**src/hdl/tcle_pkg.sv**
```systemverilog
// shared types and constants of the text console line editor
package tcle_pkg;

    localparam int COL_W  = 10;
    localparam int CELL_W = 7;

    localparam logic [COL_W-1:0] ROW_MAX = 10'd1023;

    // item opcodes
    localparam logic OP_PRINT = 1'b0;
    localparam logic OP_KEY   = 1'b1;

    // result kinds
    localparam logic KIND_GLYPH = 1'b0;
    localparam logic KIND_LINE  = 1'b1;

    // character codes
    localparam logic [7:0] CH_BS    = 8'd8;
    localparam logic [7:0] CH_TAB   = 8'd9;
    localparam logic [7:0] CH_NL    = 8'd10;
    localparam logic [7:0] CH_CR    = 8'd13;
    localparam logic [7:0] CH_SPACE = 8'd32;
    localparam logic [7:0] CH_DEL   = 8'd127;

    // configuration register indexes
    localparam logic [2:0] CFG_COLUMNS     = 3'd0;
    localparam logic [2:0] CFG_CELL_WIDTH  = 3'd1;
    localparam logic [2:0] CFG_CELL_HEIGHT = 3'd2;
    localparam logic [2:0] CFG_FOREGROUND  = 3'd3;
    localparam logic [2:0] CFG_BACKGROUND  = 3'd4;

    // configuration reset values
    localparam logic [COL_W-1:0]  RST_COLUMNS     = 10'd80;
    localparam logic [CELL_W-1:0] RST_CELL_WIDTH  = 7'd8;
    localparam logic [CELL_W-1:0] RST_CELL_HEIGHT = 7'd16;
    localparam logic [31:0]       RST_FOREGROUND  = 32'hFFFF_FFFF;
    localparam logic [31:0]       RST_BACKGROUND  = 32'hFF00_0000;

    typedef struct packed {
        logic       opcode;
        logic [7:0] char_code;
    } in_item_t;

    typedef struct packed {
        logic        kind;
        logic [15:0] pixel_x;
        logic [15:0] pixel_y;
        logic [7:0]  byte_value;
        logic [31:0] fg_out;
        logic [31:0] bg_out;
        logic        last;
    } out_item_t;

    typedef struct packed {
        logic [COL_W-1:0]  columns;
        logic [CELL_W-1:0] cell_width;
        logic [CELL_W-1:0] cell_height;
        logic [31:0]       foreground;
        logic [31:0]       background;
    } cfg_t;

    typedef enum logic [1:0] {
        CMD_PRINT = 2'd0,
        CMD_ERASE = 2'd1,
        CMD_KEY   = 2'd2
    } cmd_code_t;

    typedef struct packed {
        cmd_code_t  code;
        logic [7:0] ch;
    } cmd_item_t;

endpackage

```
**src/hdl/tcle_ram.sv**
```systemverilog
// generic single write port ram with registered read
module tcle_ram #(
    parameter int WIDTH = 8,
    parameter int DEPTH = 32
) (
    input  logic                     clk,
    input  logic                     we,
    input  logic [$clog2(DEPTH)-1:0] waddr,
    input  logic [WIDTH-1:0]         wdata,
    input  logic [$clog2(DEPTH)-1:0] raddr,
    output logic [WIDTH-1:0]         rdata
);

    logic [WIDTH-1:0] mem_reg [DEPTH];
    logic [WIDTH-1:0] rdata_reg;

    always_ff @(posedge clk)
    begin
        if (we)
        begin
            mem_reg[waddr] <= wdata;
        end
        rdata_reg <= mem_reg[raddr];
    end

    assign rdata = rdata_reg;

endmodule

```
**src/hdl/tcle_fifo.sv**
```systemverilog
// small register queue with full and empty flags
module tcle_fifo #(
    parameter int WIDTH = 8,
    parameter int DEPTH = 2
) (
    input  logic             clk,
    input  logic             rst_n,
    input  logic             push,
    input  logic [WIDTH-1:0] din,
    output logic             full,
    input  logic             pop,
    output logic [WIDTH-1:0] dout,
    output logic             empty
);

    localparam int PW = (DEPTH > 1) ? $clog2(DEPTH) : 1;
    localparam int CW = $clog2(DEPTH + 1);

    logic [WIDTH-1:0] mem_reg [DEPTH];
    logic [PW-1:0]    wr_ptr_reg, wr_ptr_next;
    logic [PW-1:0]    rd_ptr_reg, rd_ptr_next;
    logic [CW-1:0]    count_reg, count_next;
    logic             do_push, do_pop;

    assign full    = (count_reg == CW'(DEPTH));
    assign empty   = (count_reg == '0);
    assign do_push = push && !full;
    assign do_pop  = pop && !empty;
    assign dout    = mem_reg[rd_ptr_reg];

    always_comb
    begin
        wr_ptr_next = wr_ptr_reg;
        rd_ptr_next = rd_ptr_reg;
        count_next  = count_reg;
        if (do_push)
        begin
            wr_ptr_next = (wr_ptr_reg == PW'(DEPTH - 1)) ? '0 : wr_ptr_reg + PW'(1);
        end
        if (do_pop)
        begin
            rd_ptr_next = (rd_ptr_reg == PW'(DEPTH - 1)) ? '0 : rd_ptr_reg + PW'(1);
        end
        if (do_push && !do_pop)
        begin
            count_next = count_reg + CW'(1);
        end
        else if (do_pop && !do_push)
        begin
            count_next = count_reg - CW'(1);
        end
    end

    always_ff @(posedge clk or negedge rst_n)
    begin
        if (!rst_n)
        begin
            wr_ptr_reg <= '0;
            rd_ptr_reg <= '0;
            count_reg  <= '0;
        end
        else
        begin
            wr_ptr_reg <= wr_ptr_next;
            rd_ptr_reg <= rd_ptr_next;
            count_reg  <= count_next;
        end
    end

    always_ff @(posedge clk)
    begin
        if (do_push)
        begin
            mem_reg[wr_ptr_reg] <= din;
        end
    end

endmodule

```
**src/hdl/tcle_front.sv**
```systemverilog
// input side: accepts items, classifies them and queues commands
module tcle_front (
    input  logic                 clk,
    input  logic                 rst_n,
    input  logic                 push,
    input  tcle_pkg::in_item_t   item,
    output logic                 full,
    input  logic                 cmd_pop,
    output tcle_pkg::cmd_item_t  cmd_item,
    output logic                 cmd_empty
);

    import tcle_pkg::*;

    cmd_item_t                  cls;
    logic [$bits(cmd_item_t)-1:0] cmd_bits;

    // key cr turns into newline, key del becomes an erase
    always_comb
    begin
        cls.ch = item.char_code;
        if (item.opcode == OP_PRINT)
        begin
            cls.code = CMD_PRINT;
        end
        else if (item.char_code == CH_DEL)
        begin
            cls.code = CMD_ERASE;
        end
        else
        begin
            cls.code = CMD_KEY;
            if (item.char_code == CH_CR)
            begin
                cls.ch = CH_NL;
            end
        end
    end

    tcle_fifo #(
        .WIDTH ($bits(cmd_item_t)),
        .DEPTH (2)
    ) u_cmd_fifo (
        .clk   (clk),
        .rst_n (rst_n),
        .push  (push),
        .din   (cls),
        .full  (full),
        .pop   (cmd_pop),
        .dout  (cmd_bits),
        .empty (cmd_empty)
    );

    assign cmd_item = cmd_item_t'(cmd_bits);

endmodule

```
**src/hdl/tcle_back.sv**
```systemverilog
// execution side: cursor, glyph commands, line store and line flush
module tcle_back #(
    parameter int LINE_DEPTH = 32,
    parameter int TAB_STOP   = 4
) (
    input  logic                 clk,
    input  logic                 rst_n,
    input  tcle_pkg::cfg_t       cfg,
    input  tcle_pkg::cmd_item_t  cmd_item,
    input  logic                 cmd_empty,
    output logic                 cmd_pop,
    output logic                 out_push,
    output tcle_pkg::out_item_t  out_item,
    input  logic                 out_full
);

    import tcle_pkg::*;

    localparam int CNT_W    = $clog2(LINE_DEPTH + 1);
    localparam int ADDR_W   = $clog2(LINE_DEPTH);
    localparam int RW       = $clog2(TAB_STOP) + 1;
    localparam int X_W      = COL_W + 1;
    localparam int RECIP_SH = 16;
    localparam int RECIP_W  = RECIP_SH + 1;
    localparam int RECIP    = ((1 << RECIP_SH) + TAB_STOP - 1) / TAB_STOP;

    typedef enum logic [6:0] {
        ST_IDLE = 7'b0000001,
        ST_MOD  = 7'b0000010,
        ST_EXEC = 7'b0000100,
        ST_DRAW = 7'b0001000,
        ST_RD   = 7'b0010000,
        ST_WR   = 7'b0100000,
        ST_NL   = 7'b1000000
    } state_t;

    state_t            state_reg, state_next;
    logic [COL_W-1:0]  col_reg, col_next;
    logic [COL_W-1:0]  row_reg, row_next;
    logic [CNT_W-1:0]  count_reg, count_next;
    logic [CNT_W-1:0]  idx_reg, idx_next;
    cmd_code_t         code_reg, code_next;
    logic [7:0]        ch_reg, ch_next;
    logic [RW-1:0]     rem_reg, rem_next;
    logic [COL_W-1:0]  dcol_reg, dcol_next;
    logic [COL_W-1:0]  drow_reg, drow_next;

    logic [COL_W-1:0]  cols;
    logic [X_W-1:0]    cols_x;
    logic [X_W-1:0]    x_pre;
    logic [COL_W-1:0]  row_mid;
    logic [COL_W-1:0]  x_fin;
    logic [COL_W-1:0]  row_fin;
    logic              draw;
    logic [COL_W-1:0]  dcol;
    logic [COL_W+RECIP_W-1:0] quo_full;
    logic [COL_W-1:0]  quo;
    logic [COL_W-1:0]  rem_full;
    logic [COL_W+CELL_W-1:0] px_full;
    logic [COL_W+CELL_W-1:0] py_full;

    logic              ram_we;
    logic [7:0]        ram_rdata;

    tcle_ram #(
        .WIDTH (8),
        .DEPTH (LINE_DEPTH)
    ) u_line_ram (
        .clk   (clk),
        .we    (ram_we),
        .waddr (count_reg[ADDR_W-1:0]),
        .wdata (ch_reg),
        .raddr (idx_reg[ADDR_W-1:0]),
        .rdata (ram_rdata)
    );

    assign cols   = (cfg.columns == '0) ? COL_W'(1) : cfg.columns;
    assign cols_x = {1'b0, cols};

    // column mod tab stop by reciprocal multiply, exact for every 10 bit column
    assign quo_full = col_reg * (COL_W+RECIP_W)'(RECIP);
    assign quo      = quo_full[RECIP_SH +: COL_W];
    assign rem_full = col_reg - quo * COL_W'(TAB_STOP);

    assign px_full = dcol_reg * cfg.cell_width;
    assign py_full = drow_reg * cfg.cell_height;

    // cursor move for one console byte
    always_comb
    begin
        x_pre   = {1'b0, col_reg};
        row_mid = row_reg;
        draw    = 1'b0;
        dcol    = col_reg;
        case (ch_reg)
            CH_NL:
            begin
                x_pre = cols_x;
            end
            CH_CR:
            begin
                x_pre = '0;
            end
            CH_TAB:
            begin
                x_pre = {1'b0, col_reg} + X_W'(TAB_STOP) - X_W'(rem_reg);
            end
            CH_BS:
            begin
                if (col_reg != '0)
                begin
                    x_pre = {1'b0, col_reg} - X_W'(1);
                    dcol  = col_reg - COL_W'(1);
                    draw  = 1'b1;
                end
                else if (row_reg != '0)
                begin
                    row_mid = row_reg - COL_W'(1);
                    x_pre   = cols_x - X_W'(1);
                    dcol    = cols - COL_W'(1);
                    draw    = 1'b1;
                end
            end
            default:
            begin
                x_pre = {1'b0, col_reg} + X_W'(1);
                draw  = 1'b1;
            end
        endcase
        if (x_pre >= cols_x)
        begin
            x_fin   = '0;
            row_fin = (row_mid < ROW_MAX) ? row_mid + COL_W'(1) : row_mid;
        end
        else
        begin
            x_fin   = x_pre[COL_W-1:0];
            row_fin = row_mid;
        end
    end

    always_comb
    begin
        state_next = state_reg;
        col_next   = col_reg;
        row_next   = row_reg;
        count_next = count_reg;
        idx_next   = idx_reg;
        code_next  = code_reg;
        ch_next    = ch_reg;
        rem_next   = rem_reg;
        dcol_next  = dcol_reg;
        drow_next  = drow_reg;
        cmd_pop    = 1'b0;
        out_push   = 1'b0;
        out_item   = '0;
        ram_we     = 1'b0;
        case (state_reg)
            ST_IDLE:
            begin
                if (!cmd_empty)
                begin
                    cmd_pop   = 1'b1;
                    code_next = cmd_item.code;
                    ch_next   = cmd_item.ch;
                    rem_next  = '0;
                    if (cmd_item.code == CMD_ERASE)
                    begin
                        // erase on an empty line does nothing
                        if (count_reg != '0)
                        begin
                            count_next = count_reg - CNT_W'(1);
                            ch_next    = CH_BS;
                            state_next = ST_EXEC;
                        end
                    end
                    else if (cmd_item.ch == CH_TAB)
                    begin
                        state_next = ST_MOD;
                    end
                    else
                    begin
                        state_next = ST_EXEC;
                    end
                end
            end
            ST_MOD:
            begin
                rem_next   = rem_full[RW-1:0];
                state_next = ST_EXEC;
            end
            ST_EXEC:
            begin
                col_next  = x_fin;
                row_next  = row_fin;
                dcol_next = dcol;
                drow_next = row_mid;
                idx_next  = '0;
                if (code_reg == CMD_KEY && ch_reg != CH_NL && count_reg < CNT_W'(LINE_DEPTH))
                begin
                    ram_we     = 1'b1;
                    count_next = count_reg + CNT_W'(1);
                end
                if (draw)
                begin
                    state_next = ST_DRAW;
                end
                else if (code_reg == CMD_KEY && ch_reg == CH_NL)
                begin
                    state_next = (count_reg == '0) ? ST_NL : ST_RD;
                end
                else
                begin
                    state_next = ST_IDLE;
                end
            end
            ST_DRAW:
            begin
                out_item.kind       = KIND_GLYPH;
                out_item.pixel_x    = px_full[15:0];
                out_item.pixel_y    = py_full[15:0];
                out_item.byte_value = (ch_reg == CH_BS) ? CH_SPACE : ch_reg;
                out_item.fg_out     = cfg.foreground;
                out_item.bg_out     = cfg.background;
                out_item.last       = 1'b1;
                if (!out_full)
                begin
                    out_push   = 1'b1;
                    state_next = ST_IDLE;
                end
            end
            ST_RD:
            begin
                state_next = ST_WR;
            end
            ST_WR:
            begin
                out_item.kind       = KIND_LINE;
                out_item.byte_value = ram_rdata;
                if (!out_full)
                begin
                    out_push   = 1'b1;
                    idx_next   = idx_reg + CNT_W'(1);
                    state_next = (idx_reg + CNT_W'(1) == count_reg) ? ST_NL : ST_RD;
                end
            end
            ST_NL:
            begin
                out_item.kind       = KIND_LINE;
                out_item.byte_value = CH_NL;
                out_item.last       = 1'b1;
                if (!out_full)
                begin
                    out_push   = 1'b1;
                    count_next = '0;
                    state_next = ST_IDLE;
                end
            end
            default:
            begin
                state_next = ST_IDLE;
            end
        endcase
    end

    always_ff @(posedge clk or negedge rst_n)
    begin
        if (!rst_n)
        begin
            state_reg <= ST_IDLE;
            col_reg   <= '0;
            row_reg   <= '0;
            count_reg <= '0;
            idx_reg   <= '0;
            code_reg  <= CMD_PRINT;
        end
        else
        begin
            state_reg <= state_next;
            col_reg   <= col_next;
            row_reg   <= row_next;
            count_reg <= count_next;
            idx_reg   <= idx_next;
            code_reg  <= code_next;
        end
    end

    always_ff @(posedge clk)
    begin
        ch_reg   <= ch_next;
        rem_reg  <= rem_next;
        dcol_reg <= dcol_next;
        drow_reg <= drow_next;
    end

    a_count_bound: assert property (@(posedge clk) disable iff (!rst_n)
        count_reg <= CNT_W'(LINE_DEPTH))
        else $error("line count above store depth");

    a_glyph_last: assert property (@(posedge clk) disable iff (!rst_n)
        (out_push && out_item.kind == KIND_GLYPH) |-> out_item.last)
        else $error("glyph command not marked last");

    a_flush_clears: assert property (@(posedge clk) disable iff (!rst_n)
        (state_reg == ST_NL && out_push) |=> (count_reg == '0))
        else $error("line store not emptied after newline");

    a_flush_in_range: assert property (@(posedge clk) disable iff (!rst_n)
        (state_reg == ST_WR) |-> (idx_reg < count_reg))
        else $error("flush read beyond stored bytes");

endmodule

```
**src/hdl/text_console_cursor_and_line_editor_top.sv**
```systemverilog
// top level of the text console cursor and line editor
//
// input queue: an item (opcode, char_code) transfers when push is high and
// full is low. opcode print draws one byte on the screen, opcode key edits
// the input line (cr acts as newline, del erases, newline flushes the line).
// result queue: the oldest result sits on result while empty is low and
// transfers when pop is high. glyph commands carry pixel coordinates and
// colors, line bytes carry only the byte; last marks the final result of
// an item. configuration: cfg_index/cfg_data transfer on cfg_valid, cfg_ready
// is always high; write only while the block is idle.
// flow: a two entry command queue decouples the input from the executor
// and a two entry result queue decouples it from the reader. a print or key
// byte goes through fetch, cursor update and glyph multiply, a tab adds
// the column mod tab stop step, a newline key goes through fetch, cursor
// update, a line ram read then transfer per stored byte, and the newline.
// reset clears cursor, line count, queues and loads config defaults; the
// line ram needs no clearing. when the reader stalls the executor waits and
// the command queue fills, then full rises.
module text_console_cursor_and_line_editor_top #(
    parameter int LINE_DEPTH = 32,
    parameter int TAB_STOP   = 4
) (
    input  logic                 clk,
    input  logic                 rst_n,
    input  logic                 push,
    input  tcle_pkg::in_item_t   item,
    output logic                 full,
    output logic                 empty,
    input  logic                 pop,
    output tcle_pkg::out_item_t  result,
    input  logic                 cfg_valid,
    output logic                 cfg_ready,
    input  logic [2:0]           cfg_index,
    input  logic [31:0]          cfg_data
);

    import tcle_pkg::*;

    cfg_t                          cfg_reg, cfg_next;
    cmd_item_t                     cmd_item;
    logic                          cmd_empty;
    logic                          cmd_pop;
    logic                          out_push;
    out_item_t                     out_item;
    logic                          out_full;
    logic [$bits(out_item_t)-1:0]  result_bits;

    // config writes are always taken
    assign cfg_ready = 1'b1;

    always_comb
    begin
        cfg_next = cfg_reg;
        if (cfg_valid)
        begin
            case (cfg_index)
                CFG_COLUMNS:     cfg_next.columns     = cfg_data[COL_W-1:0];
                CFG_CELL_WIDTH:  cfg_next.cell_width  = cfg_data[CELL_W-1:0];
                CFG_CELL_HEIGHT: cfg_next.cell_height = cfg_data[CELL_W-1:0];
                CFG_FOREGROUND:  cfg_next.foreground  = cfg_data;
                CFG_BACKGROUND:  cfg_next.background  = cfg_data;
                default:         cfg_next = cfg_reg;
            endcase
        end
    end

    always_ff @(posedge clk or negedge rst_n)
    begin
        if (!rst_n)
        begin
            cfg_reg.columns     <= RST_COLUMNS;
            cfg_reg.cell_width  <= RST_CELL_WIDTH;
            cfg_reg.cell_height <= RST_CELL_HEIGHT;
            cfg_reg.foreground  <= RST_FOREGROUND;
            cfg_reg.background  <= RST_BACKGROUND;
        end
        else
        begin
            cfg_reg <= cfg_next;
        end
    end

    // front: classify items into commands
    tcle_front u_front (
        .clk       (clk),
        .rst_n     (rst_n),
        .push      (push),
        .item      (item),
        .full      (full),
        .cmd_pop   (cmd_pop),
        .cmd_item  (cmd_item),
        .cmd_empty (cmd_empty)
    );

    // back: cursor, drawing and line store
    tcle_back #(
        .LINE_DEPTH (LINE_DEPTH),
        .TAB_STOP   (TAB_STOP)
    ) u_back (
        .clk       (clk),
        .rst_n     (rst_n),
        .cfg       (cfg_reg),
        .cmd_item  (cmd_item),
        .cmd_empty (cmd_empty),
        .cmd_pop   (cmd_pop),
        .out_push  (out_push),
        .out_item  (out_item),
        .out_full  (out_full)
    );

    // result queue toward the reader
    tcle_fifo #(
        .WIDTH ($bits(out_item_t)),
        .DEPTH (2)
    ) u_result_fifo (
        .clk   (clk),
        .rst_n (rst_n),
        .push  (out_push),
        .din   (out_item),
        .full  (out_full),
        .pop   (pop),
        .dout  (result_bits),
        .empty (empty)
    );

    assign result = out_item_t'(result_bits);

endmodule
```
**config.mk**
```make
export PLATFORM = sky130hd
export DESIGN_NAME = text_console_cursor_and_line_editor_top
export DESIGN_NICKNAME = d
export VERILOG_FILES = /design/src/hdl/tcle_pkg.sv /design/src/hdl/tcle_ram.sv /design/src/hdl/tcle_fifo.sv /design/src/hdl/tcle_front.sv /design/src/hdl/tcle_back.sv /design/src/hdl/text_console_cursor_and_line_editor_top.sv
export SDC_FILE = /design/constraint.sdc
export NUM_CORES = 1
export LEC_CHECK = 0
export BUFFER_PORTS_ARGS = -buffer_cell sky130_fd_sc_hd__buf_2
export CORE_ASPECT_RATIO = 1.2
export CORE_MARGIN = 2
export CORE_UTILIZATION = 40
export DETAILED_ROUTE_END_ITERATION = 7
export SLEW_MARGIN = 20
export SYNTH_ARGS = -nofsm -noshare
export SYNTH_HDL_FRONTEND = slang
export SYNTH_SLANG_ARGS = --single-unit
```
**constraint.sdc**
```tcl
create_clock -name clk -period 9.15 [get_ports clk]
set_input_delay 1.83 -clock clk [delete_from_list [all_inputs] [get_ports clk]]
set_output_delay 1.83 -clock clk [all_outputs]
set_load 0.02 [all_outputs]
```
; Word-level counts from Yosys, hierarchy flattened
; Memory sizes are Yosys's and may differ from the RTL's. A register that Yosys moved wholly into a read port is not among the register bits.
; Cells that the tools add are included.
[totals]
ff_bits = 168
ramBits = 488
input_bits = 49
out_inout_bits = 109
n_memories = 3
[op_classes]
addsub = 21
multipliers = 2
order_cmp = 3
n_eq_ne = 32
n_mux = 70
bitwise_logic = 1
reduce_logical = 46
[mem_list]
columns = memory, words, width, rd, rd_clocked_by_memory_dff, wr, line
row1 = u_back.u_line_ram.mem_reg, 32, 8, 1, 1, 1, tcle_ram.sv:14  ; logic [WIDTH-1:0] mem_reg [DEPTH];
row2 = u_result_fifo.mem_reg, 2, 106, 1, 0, 1, tcle_fifo.sv:19  ; logic [WIDTH-1:0] mem_reg [DEPTH];
row3 = u_front.u_cmd_fifo.mem_reg, 2, 10, 1, 0, 1, tcle_fifo.sv:19
[ops]
columns = operator, count
row1 = $mux W10, 10
row2 = $mux W64, 1
row3 = $mux W7, 9
row4 = $eq A8 B4 Y1 const B, 6
row5 = $mux W8, 6
row6 = $pmux W11 S4, 1
row7 = $pmux W7 S6, 1
row8 = $mux W6, 6
row9 = $mul A10 B7 Y16, 2
row10 = $mux W32, 1
row11 = $sub A10 B1 Y10 const B, 3
row12 = $pmux W8 S3, 1
row13 = $mux W11, 2
row14 = $sub A10 B1 Y11 const B, 2
row15 = $mux W1, 20
row16 = $reduce_bool A10 Y1, 2
row17 = $pmux W6 S3, 1
row18 = $reduce_and A2 Y1, 8
row19 = $add A6 B1 Y6 const B, 2
row20 = $mux W2, 6
row21 = $pmux W6 S2, 1
row22 = $add A10 B1 Y11 const B, 1
row23 = $add A10 B3 Y11 const B, 1
row24 = $ge A11 B10 Y1, 1
row25 = other kinds (44), 81

; Longest topological paths before layout
[logic_depth]
ltp_word = 8
ltp_mapped = 21
depth_no_buf = 20

; Modules after synthesis
; A second synthesis with hierarchy kept.
[hier_totals]
cells_unflattened = 2297
area_unflattened_um2 = 32859.0
[by_module_without_submodules]
columns = mod, instances, cells_each, area_each_um2, seq_area_each_um2
row1 = tcle_back, 1, 1270, 10417.5, 1928.1
row2 = tcle_ram, 1, 417, 10053.4, 7847.5
row3 = tcle_fifo (u_result_fifo), 1, 349, 7960.1, 6466.2
row4 = text_console_cursor_and_line_editor_top, 1, 193, 3389.5, 2257.2
row5 = tcle_fifo (u_front.u_cmd_fifo), 1, 50, 919.6, 700.7
row6 = tcle_front, 1, 18, 118.9, 0.0

; Least setup slack after synthesis
; Ideal clock, no wire load.
[synth_path]
kind = register to register
from = register u_back.state_reg[4]
to = memory u_result_fifo.mem_reg[0][0] in the netlist's numbering, enable pin
setup_ns = 0.585
arrival_time_ns = 6.303
slack_ns = 2.262
stages_incl_launch_ff = 6
synth_period_minus_slack_ns = 6.888
path_cell_list = dfrtp_1 > or3_1 > nor3_1 > nand3b_1 > a31oi_1 > nor2b_1
[synth_via]
elab_chain_len = 6
word_cells_on_any_way = 8
classes_between = eq/ne: 3 / mux: 3 / reduce/logical: 2
[synth_lines]
columns = item, line
row1 = from (decl), tcle_back.sv:37  ; state_t state_reg, state_next;
row2 = from (signal assigned), tcle_back.sv:279  ; state_reg <= state_next;
row3 = $eq A7 B6 Y1 (tied with other cells), tcle_back.sv:158  ; case (state_reg)
row4 = $reduce_or A3 Y1 (no line) (*), n/a
row5 = $mux W1 (*), n/a
row6 = $logic_and A1 B1 Y1 (*), tcle_fifo.sv:27  ; assign do_push = push && !full;
row7 = net u_result_fifo.do_push, tcle_fifo.sv:23  ; logic do_push, do_pop;
row8 = $mux W1 (*), tcle_fifo.sv:72  ; if (do_push)
row9 = $mux W1 (not written as such) (*), tcle_fifo.sv:74  ; mem_reg[wr_ptr_reg] <= din;
row10 = to (decl), tcle_fifo.sv:19
; Mark *: on every way through the listed nets, which the timed path passes. The rest lies on a longest branch.

; Final worst setup path
[layout_path]
from = register cfg_reg[84] in the netlist's numbering
to = register u_back.row_reg[7]
[layout_via]
elab_chain_len = 8
[layout_lines]
columns = item, line
row1 = from (decl), text_console_cursor_and_line_editor_top.sv:39  ; cfg_t cfg_reg, cfg_next;
row2 = from (signal assigned), text_console_cursor_and_line_editor_top.sv:79  ; cfg_reg <= cfg_next;
row3 = $logic_not A10 Y1, tcle_back.sv:77  ; assign cols = (cfg.columns == '0) ? COL_W'(1) : cfg.columns;
row4 = $mux W10 (*), tcle_back.sv:77
row5 = $sub A10 B1 Y11, tcle_back.sv:119  ; x_pre = cols_x - X_W'(1);
row6 = $mux W11, tcle_back.sv:116  ; else if (row_reg != '0)
row7 = $mux W11, tcle_back.sv:110  ; if (col_reg != '0)
row8 = $pmux W11 S4, tcle_back.sv:95  ; case (ch_reg)
row9 = $ge A11 B10 Y1 (*), tcle_back.sv:130  ; if (x_pre >= cols_x)
row10 = $mux W10 (*), tcle_back.sv:130
row11 = to (signal assigned), tcle_back.sv:281  ; row_reg <= row_next;
row12 = to (decl), tcle_back.sv:39  ; logic [COL_W-1:0] row_reg, row_next;
; Every way passes the cells marked *; elsewhere a longest branch is shown, timed or not.
; A chain may end at the register's enable or synchronous reset.

==> impl_metrics.py <==
metrics = {
    "yosys": {
        "yosysWarnings": 0,
        "netlist.top_cell.by_area": "sky130_fd_sc_hd__edfxtp_1",
        "synth_sequential_area_ratio": 0.588,
        "post-synth-top-area-fraction": 0.477,
        "synth_top_cells_by_area": "sky130_fd_sc_hd__edfxtp_1, sky130_fd_sc_hd__dfrtp_1, sky130_fd_sc_hd__mux2_2",
        "combinational_family_with_the_most_area_after_synthesis": "multiplexers",
        "yosysMostFrequentCell": "sky130_fd_sc_hd__edfxtp_1",
        "synthFlopType": "sky130_fd_sc_hd__edfxtp_1",
        "asyncSetResetFlopFracSynth": 0.207,
        "muxShareOfSynthArea": 0.126,
        "yosys.area_share.adder": 0.0915,
        "ys_types": 82,
        "synthesis.instances": 2315,
        "synth-seq-cells": 663,
        "synth_edf_count": 518,
        "syn_area_um2": 32600,
        "synth_top_cells_by_count": "sky130_fd_sc_hd__edfxtp_1, sky130_fd_sc_hd__mux2_2, sky130_fd_sc_hd__nand2_1",
        "post_synth_and_or_nand_nor_area_fraction": 0.0964,
        "synth_xor_area_frac": 0.0196,
        "compound_gate_fraction_of_synth_area": 0.0503,
        "syn_area_per_cell_um2": 14.1,
    },
    "clock_network": {
        "cts_hold_repair.buffers": 0,
        "cts_buffers": 69,
        "post_cts_resized": 0,
        "worst_skew_pair.late_latency_ns": 0.64,
        "ctsHtreeMaxLevel": 3,
        "clkSlewWorstSetupHoldPaths_ns": 0.06,
        "clock_tree.root_cell": "sky130_fd_sc_hd__clkbuf_16",
        "tritoncts": "built",
        "cts.repair_timing.setup_buffer_count": 0,
        "clkSinkCount": 663,
        "clock_path_buffers": 3,
    },
    "floorplanning": {
        "design.portCount": 158,
        "chipWidth_um": 265,
        "floorplan.initialDensity": 0.404,
        "floorplan.die_area_um2": 83900,
        "floorplan.core_area_um2": 80700,
        "die_h_um": 317,
        "num_rows": 114,
    },
    "setup_path": {
        "rr_worst_depth": 20,
        "regToRegSetupSlack_ns": 3.78,
        "critical-path-slowest-cell": "sky130_fd_sc_hd__nor3b_1",
        "reg2reg_launch_point": "cfg_reg[84]",
        "cp_cell_sequence": "nor4_1 > and3_1 > a21oi_1 > ha_1 > nor3b_1 > nand2_1 > xnor2_1 > o21ai_0 > a21oi_1 > a211oi_1 > o21ai_0 > ha_1 > a21o_1 > a21oi_1 > o221ai_1 > nor3_1 > o211ai_1 > o21a_4 > and3_1 > o31ai_2",
        "critical_path_class": "reg -> reg",
        "cp_data_required_time_ns": 9.67,
        "crit_path_max_incr_delay_ns": 0.65,
        "timing.critical_path.to": "u_back.row_reg[7]",
        "cpMostUsedCell": "sky130_fd_sc_hd__a21oi_1",
        "worstPathArrival_ns": 5.89,
        "r2r-end": "u_back.row_reg[7]",
        "worst_setup_path_end_kind": "flop",
        "worst_setup_path_startpoint": "cfg_reg[84]",
        "worstPathMaxFanout": 7,
        "worstSetupStartpointType": "flop",
    },
    "route": {
        "drc_marker_count_from_the_first_detailed_route_iteration": 1295,
        "ant_nets": 0,
        "vias_per_cell": 5.31,
        "drtPass1Iterations": 5,
        "route.detailed.wl_per_inst_um": 20.5,
        "drt_wl_total_mm": 73.4,
        "drc": 0,
        "route.vias.total": 18981,
    },
    "grt": {
        "grt_overflow": 0,
        "grt_pass1_wl_mm": 114,
        "grt_antenna_before_repair": 1,
        "grt.total_usage": 0.175,
        "grt_max_degree": 80,
        "number_of_global_route_vias_before_repair": 19905,
    },
    "sta": {
        "max_slew_margin": 0.293,
        "finalHoldWorstSlack_ns": 0.492,
        "final.setup.tns_ns": 0,
        "setup_viol": 0,
        "finalHoldViolCount": 0,
        "finalCritPeriodShare": 0.587,
        "rsz0062_at_grt": "no",
        "worst_slack_ns": 3.78,
        "tightestPinTransition_ns": 1.06,
        "clock_period_minus_final_worst_setup_slack_ns": 5.37,
        "maxSlewViolCount": 0,
        "clock.fmax_mhz": 186,
        "final.setup_skew_ns": 0.0428,
    },
    "place": {
        "port_buffers": 156,
        "detailed_place_hpwl_mm": 50.0,
        "final_estimated_routing_congestion_in_global_placement": 0.850,
        "dp_slack_ns": 3.95,
    },
    "run": {
        "max-cap-violations": 0,
    },
    "layout": {
        "drive_gt1_frac": 0.256,
        "postLayoutCoreUtil": 0.459,
        "final_nets": 2715,
        "largest_register_ffs": 256,
        "area.growth.synth_to_final_pct": 13.6,
    },
    "run_status": {
        "outcome": "finished, final reports clean",
    },
    "power": {
        "power.total_mw": 11.9,
        "static-leakage-power_nw": 13.7,
        "ir_worst_vdd_mv": 0.182,
        "power-per-cell-area_nw_per_um2": 321,
    },
    "hold_path": {
        "worstHoldPathType": "reg -> reg",
        "timing.hold.worst_path_depth": 1,
    },
}
-- worst min-delay path by stage --
stage,end,startpoint,slack (ns)
2_1_floorplan,u_result_fifo.wr_ptr_reg,u_result_fifo.wr_ptr_reg,0.46
3_3_place_gp,u_front.u_cmd_fifo.wr_ptr_reg,u_front.u_cmd_fifo.wr_ptr_reg,0.48
3_5_place_dp,u_front.u_cmd_fifo.wr_ptr_reg,u_front.u_cmd_fifo.wr_ptr_reg,0.48
4_1_cts,u_front.u_cmd_fifo.wr_ptr_reg,u_front.u_cmd_fifo.wr_ptr_reg,0.49
5_1_grt,u_front.u_cmd_fifo.wr_ptr_reg,u_front.u_cmd_fifo.wr_ptr_reg,0.50
6_report,u_front.u_cmd_fifo.wr_ptr_reg,u_front.u_cmd_fifo.wr_ptr_reg,0.49
-- cell type report --
cell class                 instances  area, um2
timing repair buffer             182        982
tap                             1044       1310
fill                            7138      43700
sequential                       663      19200
multi-input combinational       1420      12600
clock buffer                      84       1860
inverter                         138        518
clock inverter                    44        596
antenna                            1       2.50
-- cell families (layout without fill, tap and decap cells) --
kind of cell / after synthesis / in the layout
AO/OA/AOI/OAI: 248 / 248
XOR/XNOR: 73 / 73
adder cells (fa/ha/maj): 192 / 192
buffers and inverters: 233 / 448
flip-flops: 663 / 663
multiplexers: 288 / 288
other: 1 / 3
AND/OR/NAND/NOR: 617 / 617
-- metrics by stage --
stage,std cells,instance area [um2]
floorplan,2316,32600
global placement,3447,34600
detailed placement,3447,34600
CTS,3575,37100
global route,3575,37100
finish,3576,37100
-- worst max-delay path, delay by kind of cell (launching register included) --
family	cells	cell delay, ns
DFF	1	0.58
adders and majority gates	2	0.56
xor gates and xnor gates	1	0.18
AOI/OAI and AO/OA	11	2.24
and+or+nand+nor	6	1.68
-- metal layers --
metal | wire length, um | vias to the layer above | share of wire | GRT usage
li1 | - | 8823 | - | -
met1 | 29900 | 9616 | 0.41 | 0.214
met2 | 38300 | 436 | 0.52 | 0.320
met3 | 3410 | 106 | 0.046 | 0.0274
met4 | 1710 | 0 | 0.023 | 0.0542
met5 | 0 | - | 0 | 0
-- power by group --
group	internal (mW)	switching (mW)
sequential	3.82	0.344
combinational	1.94	2.79
clock	1.76	1.23
total	7.52	4.37
-- placed cells by master, fill, tap and decap left out, drive strengths merged, types with 21 or more instances in the layout --
master  synthesis  routed
a21o           21      21
a21oi          51      51
and2          119     119
buf            13     182
clkbuf         82      84
clkinv          1      30
dfrtp          92      92
dfstp          45      45
edfxtp        518     518
fa             78      78
ha            114     114
inv           137     141
mux2          195     195
mux4           80      80
nand2         181     181
nand3          43      43
nor2          117     117
nor3           31      31
o21ai          65      65
xnor2          49      49
xor2           24      24
Power figures use the tool's default switching activity.
